`src/hw/rtl/assert_macros.svh`:
```
// concurrent assertion helpers, compiled out for synthesis
`ifndef ASSERT_MACROS_SVH
`define ASSERT_MACROS_SVH

`ifndef SYNTHESIS

// property must hold at every rising edge outside reset
`define ASSERT_AT(label, clk, rst, prop) \
  label: assert property (@(posedge clk) disable iff (rst) (prop)) \
    else $error("%m: assertion failed");

// condition must never be seen outside reset
`define ASSERT_NEVER(label, clk, rst, cond) \
  label: assert property (@(posedge clk) disable iff (rst) !(cond)) \
    else $error("%m: forbidden condition seen");

`else

`define ASSERT_AT(label, clk, rst, prop)
`define ASSERT_NEVER(label, clk, rst, cond)

`endif

`endif

```
`src/hw/rtl/mipsde_pkg.sv`:
```
package mipsde_pkg;

  localparam int unsigned WordW  = 32;
  localparam int unsigned RegW   = 5;
  localparam int unsigned InDataW  = 128;
  localparam int unsigned OutDataW = 112;

  // primary opcodes
  localparam logic [5:0] OP_RTYPE = 6'h00;
  localparam logic [5:0] OP_J     = 6'h02;
  localparam logic [5:0] OP_BEQ   = 6'h04;
  localparam logic [5:0] OP_BNE   = 6'h05;
  localparam logic [5:0] OP_BGTZ  = 6'h07;
  localparam logic [5:0] OP_ADDI  = 6'h08;
  localparam logic [5:0] OP_ADDIU = 6'h09;
  localparam logic [5:0] OP_SLTI  = 6'h0a;
  localparam logic [5:0] OP_ORI   = 6'h0d;
  localparam logic [5:0] OP_LUI   = 6'h0f;
  localparam logic [5:0] OP_LW    = 6'h23;
  localparam logic [5:0] OP_SW    = 6'h2b;

  // r-type function codes
  localparam logic [5:0] FN_ADD  = 6'h20;
  localparam logic [5:0] FN_ADDU = 6'h21;
  localparam logic [5:0] FN_SUB  = 6'h22;
  localparam logic [5:0] FN_SUBU = 6'h23;
  localparam logic [5:0] FN_SLT  = 6'h2a;
  localparam logic [5:0] FN_SLTU = 6'h2b;

  typedef struct packed {
    logic [WordW-1:0] instruction;
    logic [WordW-1:0] pc_plus4;
    logic [WordW-1:0] rs_word;
    logic [WordW-1:0] rt_word;
  } item_t;

  typedef struct packed {
    logic [WordW-1:0] alu_result;
    logic [WordW-1:0] store_data;
    logic [RegW-1:0]  write_reg;
    logic             wb_enable;
    logic             load_to_reg;
    logic             mem_write;
    logic             redirect;
    logic [WordW-1:0] redirect_target;
    logic             unsupported;
  } result_t;

endpackage

```
`src/hw/rtl/mips_subset_decode_execute.sv`:
```
// channel | dir | tdata fields, low bit first                          | tlast/tuser
// s_axis  | in  | instruction, pc_plus4, rs_word, rt_word (128 bits)   | none
// m_axis  | out | alu_result, store_data, write_reg, wb_enable,         | none
//         |     | load_to_reg, mem_write, redirect, redirect_target,    |
//         |     | unsupported, 6 zero pad bits (112 bits)               |
//
// one transfer per cycle in and out while m_tready holds; the input register
// and the result register sit around the decode/alu logic
// rst is synchronous, active high, and clears only the two valid flags
// a stalled result holds in the result register while the input register
// still takes a new transfer if it is empty
`include "assert_macros.svh"

module mips_subset_decode_execute (
  input  logic                              clk,
  input  logic                              rst,
  input  logic                              s_tvalid,
  output logic                              s_tready,
  // instruction[31:0], pc_plus4[63:32], rs_word[95:64], rt_word[127:96]
  input  logic [mipsde_pkg::InDataW-1:0]    s_tdata,
  output logic                              m_tvalid,
  input  logic                              m_tready,
  // alu_result[31:0], store_data[63:32], write_reg[68:64], wb_enable[69],
  // load_to_reg[70], mem_write[71], redirect[72], redirect_target[104:73],
  // unsupported[105], zero[111:106]
  output logic [mipsde_pkg::OutDataW-1:0]   m_tdata
);
  import mipsde_pkg::*;

  // input register stage
  logic    in_valid;
  item_t   in_item;
  logic    in_load;
  logic    res_load;

  // result register stage
  logic    res_valid;
  result_t res;
  result_t res_next;
  logic    res_acts;

  // decode fields
  logic [5:0]       op;
  logic [5:0]       fn;
  logic [15:0]      imm;
  logic [WordW-1:0] simm;
  logic [WordW-1:0] rs;
  logic [WordW-1:0] rt;
  logic [WordW-1:0] sum_imm;
  logic [WordW-1:0] diff;
  logic             bad;

  // each stage moves when its downstream side is empty or draining
  assign res_load = in_valid && (!res_valid || m_tready);
  assign s_tready = !in_valid || res_load;
  assign in_load  = s_tvalid && s_tready;

  always_ff @(posedge clk) begin
    if (rst) begin
      in_valid <= 1'b0;
    end else if (s_tready) begin
      in_valid <= s_tvalid;
    end
  end

  always_ff @(posedge clk) begin
    if (in_load) begin
      in_item <= item_t'({s_tdata[31:0], s_tdata[63:32], s_tdata[95:64], s_tdata[127:96]});
    end
  end

  always_comb begin
    op      = in_item.instruction[31:26];
    fn      = in_item.instruction[5:0];
    imm     = in_item.instruction[15:0];
    simm    = {{16{imm[15]}}, imm};
    rs      = in_item.rs_word;
    rt      = in_item.rt_word;
    sum_imm = rs + simm;
    diff    = rs - rt;
    bad     = 1'b0;

    res_next                 = '0;
    res_next.store_data      = rt;
    res_next.write_reg       = in_item.instruction[20:16];

    case (op)
      OP_RTYPE: begin
        res_next.write_reg = in_item.instruction[15:11];
        res_next.wb_enable = 1'b1;
        case (fn)
          FN_ADD, FN_ADDU: res_next.alu_result = rs + rt;
          FN_SUB, FN_SUBU: res_next.alu_result = diff;
          FN_SLT:  res_next.alu_result = {31'd0, $signed(rs) < $signed(rt)};
          FN_SLTU: res_next.alu_result = {31'd0, rs < rt};
          default: bad = 1'b1;
        endcase
      end
      OP_LW: begin
        res_next.alu_result  = sum_imm;
        res_next.wb_enable   = 1'b1;
        res_next.load_to_reg = 1'b1;
      end
      OP_SW: begin
        res_next.alu_result = sum_imm;
        res_next.mem_write  = 1'b1;
      end
      OP_ADDI, OP_ADDIU: begin
        res_next.alu_result = sum_imm;
        res_next.wb_enable  = 1'b1;
      end
      OP_SLTI: begin
        res_next.alu_result = {31'd0, $signed(rs) < $signed(simm)};
        res_next.wb_enable  = 1'b1;
      end
      OP_ORI: begin
        // ori zero-extends its immediate
        res_next.alu_result = rs | {16'd0, imm};
        res_next.wb_enable  = 1'b1;
      end
      OP_LUI: begin
        res_next.alu_result = {imm, 16'd0};
        res_next.wb_enable  = 1'b1;
      end
      OP_BEQ: begin
        res_next.alu_result = diff;
        res_next.redirect   = (diff == '0);
      end
      OP_BNE: begin
        res_next.alu_result = diff;
        res_next.redirect   = (diff != '0);
      end
      OP_BGTZ: begin
        res_next.alu_result = {31'd0, $signed(rs) > $signed(32'sd0)};
        res_next.redirect   = $signed(rs) > $signed(32'sd0);
      end
      OP_J: begin
        res_next.redirect        = 1'b1;
        res_next.redirect_target = {in_item.pc_plus4[31:28],
                                    in_item.instruction[25:0], 2'b00};
      end
      default: bad = 1'b1;
    endcase

    // taken branch target, relative to pc+4
    if (res_next.redirect && (op != OP_J)) begin
      res_next.redirect_target = in_item.pc_plus4 + {simm[29:0], 2'b00};
    end

    // unknown codes clear everything but the flag
    if (bad) begin
      res_next             = '0;
      res_next.unsupported = 1'b1;
    end

    // bubble: all-zero word gives an all-zero result
    if (in_item.instruction == '0) begin
      res_next = '0;
    end
  end

  always_ff @(posedge clk) begin
    if (rst) begin
      res_valid <= 1'b0;
    end else if (!res_valid || m_tready) begin
      res_valid <= in_valid;
    end
  end

  always_ff @(posedge clk) begin
    if (res_load) begin
      res <= res_next;
    end
  end

  assign m_tvalid = res_valid;
  assign m_tdata  = {6'd0, res.unsupported, res.redirect_target, res.redirect,
                     res.mem_write, res.load_to_reg, res.wb_enable, res.write_reg,
                     res.store_data, res.alu_result};

  // result writes, stores or redirects
  assign res_acts = res.wb_enable || res.mem_write || res.redirect;

  // an unsupported result never writes or redirects
  `ASSERT_NEVER(a_bad_quiet, clk, rst, res_valid && res.unsupported && res_acts)
  // no redirect means a zero target
  `ASSERT_NEVER(a_tgt_zero, clk, rst, res_valid && !res.redirect && (res.redirect_target != '0))
  // a load always writes back and never stores
  `ASSERT_NEVER(a_ld_ctl, clk, rst, res_valid && res.load_to_reg && (!res.wb_enable || res.mem_write))
  // an item leaving the input register shows up as a result next cycle
  `ASSERT_AT(a_advance, clk, rst, res_load |=> res_valid)

endmodule
```
`config.mk`:
```
export PLATFORM = sky130hd
export DESIGN_NAME = mips_subset_decode_execute
export DESIGN_NICKNAME = d
export VERILOG_FILES = /design/src/hw/rtl/mipsde_pkg.sv /design/src/hw/rtl/mips_subset_decode_execute.sv
export VERILOG_INCLUDE_DIRS = /design/src /design/src/hw/rtl
export SDC_FILE = /design/constraint.sdc
export NUM_CORES = 1
export LEC_CHECK = 0
export ABC_CLOCK_PERIOD_IN_PS = 6480
export BUFFER_PORTS_ARGS = -buffer_cell sky130_fd_sc_hd__buf_2
export CAP_MARGIN = 20
export CORE_ASPECT_RATIO = 0.8
export CORE_MARGIN = 2
export CORE_UTILIZATION = 35
export CTS_BUF_LIST = sky130_fd_sc_hd__clkbuf_4 sky130_fd_sc_hd__clkbuf_8 sky130_fd_sc_hd__clkbuf_16
export CTS_CLUSTER_DIAMETER = 80
export CTS_CLUSTER_SIZE = 12
export DETAILED_ROUTE_END_ITERATION = 6
export GPL_ROUTABILITY_DRIVEN = 0
export PLACE_DENSITY = 0.58
export SLEW_MARGIN = 15
export SYNTH_ARGS = -nofsm -noshare
export SYNTH_HDL_FRONTEND = slang
export SYNTH_SLANG_ARGS = --single-unit
```
`constraint.sdc`:
```
create_clock -name clk -period 6.48 [get_ports clk]
set_input_delay 1.296 -clock clk [delete_from_list [all_inputs] [get_ports clk]]
set_output_delay 1.296 -clock clk [all_outputs]
set_load 0.005 [all_outputs]
```
==> impl_metrics.ini <==
[outcome]
status = finished with violations
violations = DRC

[synth]
synth_top_area_share_pct = 43.02
ys_types = 84
syn_area_sq_um = 16330
synth-seq-cells = 236
yosysTopAreaCell = edfxtp_1
synth_edf_count = 234
seq_area_frac_synth_pct = 43.27
synthTopCellsByArea = edfxtp_1, ha_1, a21oi_1, xnor2_1, inv_1
synth-async-reset-ratio_pct = 0
yosysWarnings = 0
ys.flop_type = edfxtp_1
synthCells = 1614
synth_area_per_cell_sq_um = 10.12

[cts]
cts_root_buffer = clkbuf_16
clockBufferDepth = 3
holdBufCountCts = 0
clkTransAtPathRegs_ns = 0.06
numCtsBuffers = 24
cts_max_level = 1
clock_latency_ns = 0.57
post_cts_buffers = 0
cts.sinks = 236
ctsResizeCount = 0
cts_tree = done

[routing]
routed_wl_um = 53320
drc = 7
drtIter0Drc = 1374
drt_first_pass_iters = 7
wl_per_cell_um = 21.67
ant_nets = 0
vias = 13672
vias_per_cell = 5.558

[power_and_ir_drop]
static-leakage-power_nw = 7.769
power_density_nw_per_um2 = 222.2
irDropWorstVdd_mv = 0.1745
totalPowerFinal_w = 0.004209

[floorplanning]
die_area_sq_um = 48420
die_h_um = 197.2
die_w_um = 245.5
rows = 70
fp.coreArea_sq_um = 45890
start_util_pct = 35.59
num_io_pins = 246

[setup_path]
path_delay_family = compound AO/OA/AOI/OAI gates
required_ns = 6.79
cp_common_cell = a21oi_1
crit_type = reg -> reg
cp_slowest_stage_delay_ns = 0.52
worstPathArrival_ns = 5.29
worst-path-max-fanout = 31
slowest_stage = nor4_1
cp-end-kind = register
start_kind = register
crit_buf_inv = 2
cp_cell_sequence = inv_1 -> ha_1 -> fa_1 -> nand2b_1 -> a21oi_1 -> nor2_1 -> a21oi_1 -> o311ai_1 -> a2111oi_0 -> o2111ai_1 -> nor4_1 -> nand4_1 -> mux2i_4 -> nor2_2 -> buf_4 -> o21ai_1

[sta]
tns_ns = 0
clock.fmax_ghz = 0.2007
slew-limit-headroom_pct = 33.03
fin_crit_sh_pct = 76.88
finalSetupViolCount = 0
finClkSkew_ns = 0.03168
worst_pin_slew_ns = 1.005
finalMaxSlewViolations = 0
rsz0062_at_grt = false
hold_viol = 0
finalCriticalPeriod_ns = 4.982

[global_routing]
grt_max_degree = 63
overflow = 0
grt_pass1_wl_um = 79350
use_met2_pct = 31.75
grt.total_usage_pct = 21.49
grt_pass1_vias = 13108
antenna_found_initial = 0
grt.busiest_layer = met2
use_met1_pct = 31.74
met3_usage_pct = 4.537

[layout]
drive_above_1_share_pct = 17.37
fin_nets = 2142
stdcell_count = 2460
n_antenna_cell = 0
area_growth_pct = 15.97

[flow_run]
maxCapViolations = 0

[worst_hold_path]
hold_path.class = reg -> reg

[place]
dp_cells = 2420
place.detailed.hpwl_um = 40410
portBuffers = 239
## per-stage QoR
stage               utilization, %  hold slack [ns]  area [sq um]  setup slack [ns]
CTS                          41.26           0.5256         18940             1.481
finish                       41.27           0.5201         18940             1.499
floorplan                        -           0.4773         16350             1.568
global placement             39.61           0.5115         18180             1.746
global route                 41.27           0.5674         18940             1.224
detailed placement           39.65           0.5115         18200             1.521
## power breakdown
group	total (W)	internal [W]	leakage, nW	switching, W
logic	0.000978	0.000381	5.16	0.000597
clock network	0.00136	0.000742	0.373	0.000615
registers	0.00187	0.00178	2.23	0.0000902
## tightest hold or removal path, cell delays in order, from the launching register on
cell	delay [ns]
dfxtp_1	0.33
nor2_1	0.10
nor2_1	0.04
## area by class of cell
type                            count  area (sq um)
Timing Repair Buffer              254          1316
Inverter                          119         446.7
Fill cell                        4491         26950
Clock buffer                       36         690.7
Clock inverter                      4         51.30
Sequential cell                   236          7067
Tap cell                          612         765.7
Multi-Input combinational cell   1199          8605
## registers in the layout, summed over array words and instances, names as in the netlist
signal	flops
m_tdata	106
rt	32
m_tvalid	1
rs	32
imm	10
in_item	48
in_valid	1
fn	6
## worst paths after layout
path / to / slack [ns] / start / cells after the start
worst max-delay path: m_tdata[78]$_SDFFCE_PP0P_ / 1.50 / rs[0]$_DFFE_PP_ / 16
worst min-delay path: m_tvalid$_SDFFE_PP0P_ / 0.52 / in_valid$_SDFFE_PP0N_ / 2
worst max register to register: m_tdata[78]$_SDFFCE_PP0P_ / 1.50 / rs[0]$_DFFE_PP_ / 16
worst min register to register: m_tvalid$_SDFFE_PP0P_ / 0.52 / in_valid$_SDFFE_PP0N_ / 2
## layout by cell type, fill, tap and decap left out, types with 14 or more instances in the layout
cell type / netlist / layout
edfxtp_1: 234 / 234
ha_1: 172 / 172
nand4_1: 18 / 18
o21ai_0: 57 / 57
a31oi_1: 14 / 14
nand2b_1: 26 / 26
o221ai_1: 24 / 24
xor2_1: 29 / 29
buf_4: 6 / 14
nor3_1: 33 / 32
o22ai_1: 15 / 15
buf_2: 4 / 239
xnor2_1: 59 / 59
o21ai_1: 30 / 30
and2_1: 41 / 40
nand2_1: 99 / 99
a21o_1: 32 / 32
o21bai_1: 33 / 33
clkbuf_16: 0 / 24
a21oi_1: 136 / 134
inv_1: 118 / 118
o21a_1: 14 / 14
nor4_1: 23 / 22
nor2b_1: 20 / 19
nor2_1: 112 / 110
nand3_1: 27 / 27
## Yosys cell counts, drive strengths merged, types with 7 or more instances
cell	number
a211oi	11
a21o	33
a21oi	136
a221o	13
a221oi	7
a222oi	11
a22oi	7
a31oi	14
and2	41
buf	12
clkbuf	53
edfxtp	234
ha	172
inv	118
nand2	99
nand2b	26
nand3	27
nand4	18
nor2	113
nor2b	20
nor3	33
nor4	23
o211ai	13
o21a	14
o21ai	88
o21bai	33
o221ai	24
o22ai	15
o31ai	12
or3	7
xnor2	59
xor2	29
## logic make-up after synthesis
kind of cell	after synthesis	synth area share, %
adders and majority gates	176	13.67
DFF	236	43.27
and+or+nand+nor	438	13.31
muxes	4	0.3217
buffers and inverters	184	4.443
other	1	0.02296
xor gates and xnor gates	88	4.719
AOI/OAI and AO/OA	487	20.25
## layer usage
layer / vias up / wire length (um)
met1: 6517 / 24190
met4: 0 / 1377
li1: 6445 / -
met5: - / 0
met3: 84 / 5290
met2: 626 / 22460
No activity file was read; power rests on OpenSTA's default activity.
